<file path="src/rtl/smpq_pkg.sv">
// ----------------------------------------------------------------------------
// smpq_pkg
// Types and codes shared by the sorted minimum priority queue modules.
// ----------------------------------------------------------------------------
package smpq_pkg;

    localparam int PRICE_W = 24;
    localparam int TOTAL_W = 28;
    localparam int OTAG_W  = 16;
    localparam int COUNT_W = 5;

    typedef enum logic {
        OP_PUSH = 1'b0,
        OP_POP  = 1'b1
    } t_op;

    typedef enum logic [1:0] {
        ERR_OK    = 2'd0,
        ERR_FULL  = 2'd1,
        ERR_EMPTY = 2'd2
    } t_err;

    typedef struct packed {
        logic                op;
        logic [OTAG_W-1:0]   item_tag;
        logic [PRICE_W-1:0]  price;
    } t_in;

    typedef struct packed {
        logic                head_valid;
        logic [OTAG_W-1:0]   head_tag;
        logic [PRICE_W-1:0]  head_price;
        logic [COUNT_W-1:0]  entry_count;
        logic [TOTAL_W-1:0]  price_total;
        logic [1:0]          error_code;
    } t_out;

    typedef struct packed {
        logic push;
        logic pop;
    } t_step;

    typedef struct packed {
        logic                valid;
        logic [PRICE_W-1:0]  price;
        logic                ins;
    } t_link;

endpackage

</file>
<file path="src/rtl/sorted_min_priority_queue_top.sv">
// ----------------------------------------------------------------------------
// sorted_min_priority_queue_top
// Bounded minimum priority queue kept in ascending price order in a row of
// slot cells, with entry count and running price total.
//
//   Channel   Ports                  Transfer
//   command   start, busy, i_cmd     start high while busy low
//   result    o_done, o_result       o_done high, one cycle, no stall
//
// One command is taken in every cycle; busy stays low.
// Its result appears on the cycle after the transfer, for one cycle.
// All cells decide their move in parallel from one compare each.
// Synchronous reset empties the queue and clears the total.
// The receiver cannot stall results.
// ----------------------------------------------------------------------------
module sorted_min_priority_queue_top
    import smpq_pkg::*;
#(
    parameter int QUEUE_DEPTH = 16,
    parameter int TAG_BITS    = 16
) (
    input  logic i_clk,
    input  logic i_rst_n,
    input  logic start,
    output logic busy,
    input  t_in  i_cmd,
    output logic o_done,
    output t_out o_result
);

    localparam int CW = $clog2(QUEUE_DEPTH + 1);

    t_link                w_link [QUEUE_DEPTH];
    logic [TAG_BITS-1:0]  w_tag  [QUEUE_DEPTH];
    logic [QUEUE_DEPTH-1:0] w_valid;
    logic [TAG_BITS-1:0]  w_new_tag;
    logic [OTAG_W-1:0]    w_head_tag;
    logic [COUNT_W-1:0]   w_count_out;
    logic                 w_accept;
    logic                 w_full;
    logic                 w_empty;
    t_step                w_step;
    t_err                 w_err;

    logic [CW-1:0]        r_count;
    logic [CW-1:0]        n_count;
    logic [TOTAL_W-1:0]   r_total;
    logic [TOTAL_W-1:0]   n_total;
    t_err                 r_err;
    logic                 r_done;

    assign busy     = 1'b0;
    assign w_accept = start && !busy;
    assign w_full   = w_link[QUEUE_DEPTH-1].valid;
    assign w_empty  = !w_link[0].valid;

    generate
        if (TAG_BITS >= OTAG_W) begin : g_tag_wide
            assign w_new_tag  = TAG_BITS'(i_cmd.item_tag);
            assign w_head_tag = w_tag[0][OTAG_W-1:0];
        end else begin : g_tag_narrow
            assign w_new_tag  = i_cmd.item_tag[TAG_BITS-1:0];
            assign w_head_tag = {{(OTAG_W - TAG_BITS){1'b0}}, w_tag[0]};
        end
        if (CW >= COUNT_W) begin : g_cnt_wide
            assign w_count_out = r_count[COUNT_W-1:0];
        end else begin : g_cnt_narrow
            assign w_count_out = {{(COUNT_W - CW){1'b0}}, r_count};
        end
    endgenerate

    always_comb begin
        w_step.push = 1'b0;
        w_step.pop  = 1'b0;
        w_err       = ERR_OK;
        if (w_accept) begin
            case (t_op'(i_cmd.op))
                OP_PUSH: begin
                    if (w_full) begin
                        w_err = ERR_FULL;
                    end else begin
                        w_step.push = 1'b1;
                    end
                end
                OP_POP: begin
                    if (w_empty) begin
                        w_err = ERR_EMPTY;
                    end else begin
                        w_step.pop = 1'b1;
                    end
                end
                default: begin
                    w_err = ERR_OK;
                end
            endcase
        end
    end

    genvar gi;
    generate
        for (gi = 0; gi < QUEUE_DEPTH; gi++) begin : g_cell
            t_link               w_left;
            logic [TAG_BITS-1:0] w_left_tag;
            t_link               w_right;
            logic [TAG_BITS-1:0] w_right_tag;

            if (gi == 0) begin : g_first
                assign w_left     = '0;
                assign w_left_tag = '0;
            end else begin : g_mid_l
                assign w_left     = w_link[gi-1];
                assign w_left_tag = w_tag[gi-1];
            end
            if (gi == QUEUE_DEPTH - 1) begin : g_last
                assign w_right     = '0;
                assign w_right_tag = '0;
            end else begin : g_mid_r
                assign w_right     = w_link[gi+1];
                assign w_right_tag = w_tag[gi+1];
            end

            smpq_cell #(
                .TAG_BITS (TAG_BITS)
            ) u_cell (
                .i_clk       (i_clk),
                .i_rst_n     (i_rst_n),
                .i_step      (w_step),
                .i_strict    (gi == 0),
                .i_new_price (i_cmd.price),
                .i_new_tag   (w_new_tag),
                .i_left      (w_left),
                .i_left_tag  (w_left_tag),
                .i_right     (w_right),
                .i_right_tag (w_right_tag),
                .o_link      (w_link[gi]),
                .o_tag       (w_tag[gi])
            );

            assign w_valid[gi] = w_link[gi].valid;
        end
    endgenerate

    always_comb begin
        n_count = r_count;
        n_total = r_total;
        if (w_step.push) begin
            n_count = r_count + CW'(1);
            n_total = r_total + TOTAL_W'(i_cmd.price);
        end else if (w_step.pop) begin
            n_count = r_count - CW'(1);
            n_total = r_total - TOTAL_W'(w_link[0].price);
        end
    end

    always_ff @(posedge i_clk) begin
        if (!i_rst_n) begin
            r_count <= '0;
            r_total <= '0;
            r_err   <= ERR_OK;
            r_done  <= 1'b0;
        end else begin
            r_count <= n_count;
            r_total <= n_total;
            r_err   <= w_err;
            r_done  <= w_accept;
        end
    end

    assign o_done                = r_done;
    assign o_result.head_valid   = w_link[0].valid;
    assign o_result.head_tag     = w_link[0].valid ? w_head_tag : '0;
    assign o_result.head_price   = w_link[0].valid ? w_link[0].price : '0;
    assign o_result.entry_count  = w_count_out;
    assign o_result.price_total  = r_total;
    assign o_result.error_code   = r_err;

    // The occupied slots always form a prefix whose length is the count.
    a_valid_prefix : assert property (@(posedge i_clk) disable iff (!i_rst_n)
        w_valid == QUEUE_DEPTH'((({{QUEUE_DEPTH{1'b0}}, 1'b1}) << r_count) - 1'b1))
        else $error("slot valid bits disagree with entry count");

    a_head_order : assert property (@(posedge i_clk) disable iff (!i_rst_n)
        w_link[1].valid |-> (w_link[0].price <= w_link[1].price))
        else $error("head entry is not the smallest");

    a_done_follows : assert property (@(posedge i_clk) disable iff (!i_rst_n)
        w_accept |=> o_done)
        else $error("accepted command produced no result");

    a_no_spurious : assert property (@(posedge i_clk) disable iff (!i_rst_n)
        !w_accept |=> !o_done)
        else $error("result without a command");

    a_full_drop : assert property (@(posedge i_clk) disable iff (!i_rst_n)
        (w_accept && (i_cmd.op == OP_PUSH) && w_full) |=>
            ($stable(r_count) && $stable(r_total) && (r_err == ERR_FULL)))
        else $error("push to full queue changed the state");

endmodule

</file>
<file path="src/rtl/smpq_cell.sv">
// ----------------------------------------------------------------------------
// smpq_cell
// One slot of the sorted queue. On a push it keeps its entry, takes the new
// entry or takes its left neighbor; on a pop it takes its right neighbor.
// ----------------------------------------------------------------------------
module smpq_cell
    import smpq_pkg::*;
#(
    parameter int TAG_BITS = 16
) (
    input  logic                i_clk,
    input  logic                i_rst_n,
    input  t_step               i_step,
    input  logic                i_strict,
    input  logic [PRICE_W-1:0]  i_new_price,
    input  logic [TAG_BITS-1:0] i_new_tag,
    input  t_link               i_left,
    input  logic [TAG_BITS-1:0] i_left_tag,
    input  t_link               i_right,
    input  logic [TAG_BITS-1:0] i_right_tag,
    output t_link               o_link,
    output logic [TAG_BITS-1:0] o_tag
);

    logic                r_valid;
    logic [PRICE_W-1:0]  r_price;
    logic [TAG_BITS-1:0] r_tag;
    logic                n_valid;
    logic [PRICE_W-1:0]  n_price;
    logic [TAG_BITS-1:0] n_tag;
    logic                w_cmp;
    logic                w_ins;

    assign w_cmp = i_strict ? (i_new_price < r_price) : (r_price >= i_new_price);
    assign w_ins = !r_valid || w_cmp;

    always_comb begin
        n_valid = r_valid;
        n_price = r_price;
        n_tag   = r_tag;
        if (i_step.pop) begin
            n_valid = i_right.valid;
            n_price = i_right.price;
            n_tag   = i_right_tag;
        end else if (i_step.push && w_ins) begin
            if (i_left.ins) begin
                n_valid = i_left.valid;
                n_price = i_left.price;
                n_tag   = i_left_tag;
            end else begin
                n_valid = 1'b1;
                n_price = i_new_price;
                n_tag   = i_new_tag;
            end
        end
    end

    always_ff @(posedge i_clk) begin
        if (!i_rst_n) begin
            r_valid <= 1'b0;
        end else begin
            r_valid <= n_valid;
        end
        r_price <= n_price;
        r_tag   <= n_tag;
    end

    assign o_link = '{valid: r_valid, price: r_price, ins: w_ins};
    assign o_tag  = r_tag;

endmodule
</file>
<file path="config.mk">
export PLATFORM = sky130hd
export DESIGN_NAME = sorted_min_priority_queue_top
export DESIGN_NICKNAME = d
export VERILOG_FILES = /design/src/rtl/smpq_pkg.sv /design/src/rtl/sorted_min_priority_queue_top.sv /design/src/rtl/smpq_cell.sv
export SDC_FILE = /design/constraint.sdc
export NUM_CORES = 2
export LEC_CHECK = 0
export ABC_CLOCK_PERIOD_IN_PS = 6000
export BUFFER_PORTS_ARGS = -buffer_cell sky130_fd_sc_hd__buf_2
export CORE_MARGIN = 2
export CORE_UTILIZATION = 50
export DETAILED_ROUTE_END_ITERATION = 8
export MAX_ROUTING_LAYER = met4
export PLACE_DENSITY = 0.66
export SYNTH_ARGS = -nofsm -noshare
export SYNTH_HDL_FRONTEND = slang
export SYNTH_SLANG_ARGS = --single-unit
export TNS_END_PERCENT = 20
</file>
<file path="constraint.sdc">
create_clock -name i_clk -period 6 [get_ports i_clk]
set_input_delay 0 -clock i_clk [delete_from_list [all_inputs] [get_ports i_clk]]
set_output_delay 0 -clock i_clk [all_outputs]
set_load 0.01 [all_outputs]
</file>
==> results by group <==
Yosys
  • Yosys reg bits: 692
  • Most used DFF post-synth: edfxtp_1
  • Post-Syn Area per Cell: 9.721 µm²
  • Number of synthesized flops with an enable pin: 600
  • Netlist Area Pre-Place: 44320 µm²
  • Cells after synthesis: 4559
  • Total nets after synthesis: 4995
  • Area leader, netlist: edfxtp_1
  • Synth top area share: 40.65%
  • Register area share after synthesis: 44.81%
  • Async set-reset flop share out of synthesis: 0%
  • Ys Warns: 0
  • Synth top area cells: edfxtp_1 41%, mux2i_1 11%, ha_1 11%
  • Synth cell types: 75

Pwr
  • Total Power: 13780 µW
  • Pwr Density: 280.6 nW/µm²
  • Leakage: 0.01846 µW
  • Max VDD drop: 0.0002582 V

STA
  • Hold Vio Cnt, Final: 0
  • Period utilization: 78.64%
  • Post-layout minimum cycle time: 4.718 ns
  • Final-report setup violation count: 0
  • Final worst setup slack: 1.282 ns
  • RSZ-0062 raised after global routing: false
  • Least-Margin Pin Slew: 1.139 ns
  • Max-slew headroom: 23.82%
  • F_max: 211.9 MHz
  • Setup TNS: 0 ns
  • Pins Over Slew Limit: 0
  • Clock Skew: 0.02114 ns

Floorplanning
  • Site Rows: 109
  • Core Area: 88100 µm²
  • Full die area: 91030 µm²
  • Io pins: 122
  • Die Y: 301.7 µm
  • Die X: 301.7 µm
  • Initial Util: 50.30%

Cells and area
  • Layout cells sized above 1: 8.036%
  • Final Core Density: 55.75%
  • Fin cells: 5771
  • P&R area growth vs syn: 10.82%
  • Final nets: 4973

Job
  • Maxcap violations: 0

Place
  • DP Cell Count: 5572
  • Port Buffers: 120
  • HPWL after DPL: 94640 µm
  • DP Worst Slack: 1.336 ns
  • Placer Congestion: 0.9490

Worst setup path
  • CP peak stage delay: 0.70 ns
  • CP Capture Type: flop
  • Critical Path Start Type: flop
  • Largest fanout on the critical path: 7
  • Arrival time of the worst setup path: 5.25 ns
  • Critical Path RT: 6.53 ns
  • CP Cell Sequence: or3_4 > or2_2 > or4_1 > nor2_1 > xnor2_1 > a21oi_1 > ha_1 > and3_1 > nand4_1 > a211oi_1 > o21ai_0 > a311o_1 > o311ai_1 > xnor2_1 > nor2_1
  • Kind of critical path: flop to flop
  • Slowest CP cell: or4_1

Clocking
  • CTS tree: done
  • Post-CTS Resized: 0
  • CTS Buf Count: 83
  • CTS HTree Levels: 3
  • CTS sink cnt: 692
  • CTS Buffer Depth: 3
  • Worst-Skew Late Latency: 0.67 ns
  • Clock Root Buffer: clkbuf_16
  • Clk pin slew, worst setup/hold paths: 0.06 ns

GRT
  • Overall Global Routing Usage: 31.53%
  • Number of global-route vias before repair: 33940
  • Largest net degree at the start of global routing: 238
  • Grt ovf: 0
  • First-pass GRT wire length: 211900 µm
  • Antenna violations before repair: 3

Route
  • Post-route ant nets: 0
  • Routed length per instance: 24.48 µm
  • Total Wirelength: 141300 µm
  • Drc violations: 0
  • 1st-iter DRT viols: 3954
  • DR vias: 35760
  • Via-to-Cell Ratio: 6.196
  • DR pass1 iterations: 6

Worst hold path
  • Worst min-delay path category: input pin to flop

Run status
  • Status: finished, final reports clean
[layout make-up]
cell class | count | area [µm²]
diodes | 2 | 5.005
clock buffers | 107 | 2238
clock inverters | 45 | 416.7
fillers | 7953 | 38990
inverters | 77 | 291.5
multi-input cells | 3437 | 23090
flip-flops and latches | 692 | 19860
well taps | 1165 | 1458
repair buffers | 246 | 1759
[report_power, final]
part           internal, µW  switching [µW]
clock network          2860            2170
registers              5830             362
logic                   964            1590
[cell usage in the layout (no fill, tap or decap), drive strengths merged, types with 28 or more instances in the layout]
cell type,n
xnor2,29
mux2i,500
clkbuf,107
clkinv,37
o22ai,45
dlygate4sd3,45
inv,79
nand2,631
a21oi,287
o21ai,574
nand4,50
a21o,109
dfxtp,92
nor3,230
ha,390
buf,201
and2,44
nand2b,28
nor2,268
edfxtp,600
[final timing paths]
| path | depth (start not counted) | from | slack (ns) | endpoint |
|---|---|---|---|---|
| worst max-delay path | 15 | g_cell[0].u_cell.r_price[5]$_DFFE_PP_ | 1.28 | r_total[27]$_SDFFE_PN0P_ |
| worst min-delay path | 3 | i_cmd[40] | 0.24 | r_err[1]$_SDFF_PN0_ |
| worst max register to register | 15 | g_cell[0].u_cell.r_price[5]$_DFFE_PP_ | 1.28 | r_total[27]$_SDFFE_PN0P_ |
| worst min register to register | 2 | g_cell[15].u_cell.r_price[23]$_SDFFE_PP0P_ | 0.45 | g_cell[15].u_cell.r_price[23]$_SDFFE_PP0P_ |
[layer usage]
metal	track usage, %	part of all wire (%)
met4	13.65	4.5
met5	-	0
met1	42.77	43
met2	47.45	45
met3	4.142	8.1
[synthesized netlist by cell type, drive strengths merged, types with 4 or more instances]
library cell,count
nor2b,27
o21ai,574
and2,44
o211ai,21
or4,4
inv,76
nor4,12
nand4,50
nand3,27
o2111ai,9
nor3,230
clkbuf,285
edfxtp,600
nand2b,28
nor2,268
dfxtp,92
ha,390
mux2i,500
or3,10
a21oi,287
or2,4
and3,6
nand2,631
xor2,12
nor3b,5
buf,68
o31ai,5
nand4b,8
xnor2,29
a211oi,19
o21a,15
a2111oi,8
a211o,4
a311oi,4
a21o,109
and4,13
o22ai,45
[repair_timing]
action,CTS,global route
buffers inserted,0,0
hold endpoints to repair,328,0
hold buffers,45,0
[state kept, by name, indices dropped and copies added, names as in the netlist]
name,flops
r_count,5
r_total,28
g_cell.u_cell.o_tag,256
o_done,1
r_err,2
g_cell.u_cell.r_valid,16
g_cell.u_cell.r_price,384
[metrics by stage]
| stage | hold slack (ns) | cell area (µm²) |
|---|---|---|
| 6_report | 0.2380 | 49110 |
| 3_5_place_dp | 0.2902 | 46000 |
| 2_1_floorplan | 0.07615 | 44320 |
| 5_1_grt | 0.2602 | 49110 |
| 3_3_place_gp | 0.2911 | 46000 |
| 4_1_cts | 0.2154 | 49110 |
[kinds of logic (layout without fill, tap and decap cells)]
logic type / after synthesis / after routing / share of synthesized area [%]
AO/OA/AOI/OAI: 1130 / 1130 / 14.35
XOR/XNOR: 41 / 41 / 0.8103
adder cells (fa/ha/maj): 392 / 392 / 11.10
buffers and inverters: 430 / 475 / 3.803
flip-flops: 692 / 692 / 44.81
multiplexers: 500 / 500 / 11.29
other: 1 / 3 / 0.008462
AND/OR/NAND/NOR: 1373 / 1373 / 13.83
[critical path, delay by kind of cell (launching register included)]
family	cells	cell delay, ns
xor gates and xnor gates	2	0.29
DFF	1	0.50
adders and majority gates	1	0.44
and+or+nand+nor	7	2.09
AOI/OAI and AO/OA	5	1.26
No activity file was read; power rests on OpenSTA's default activity.
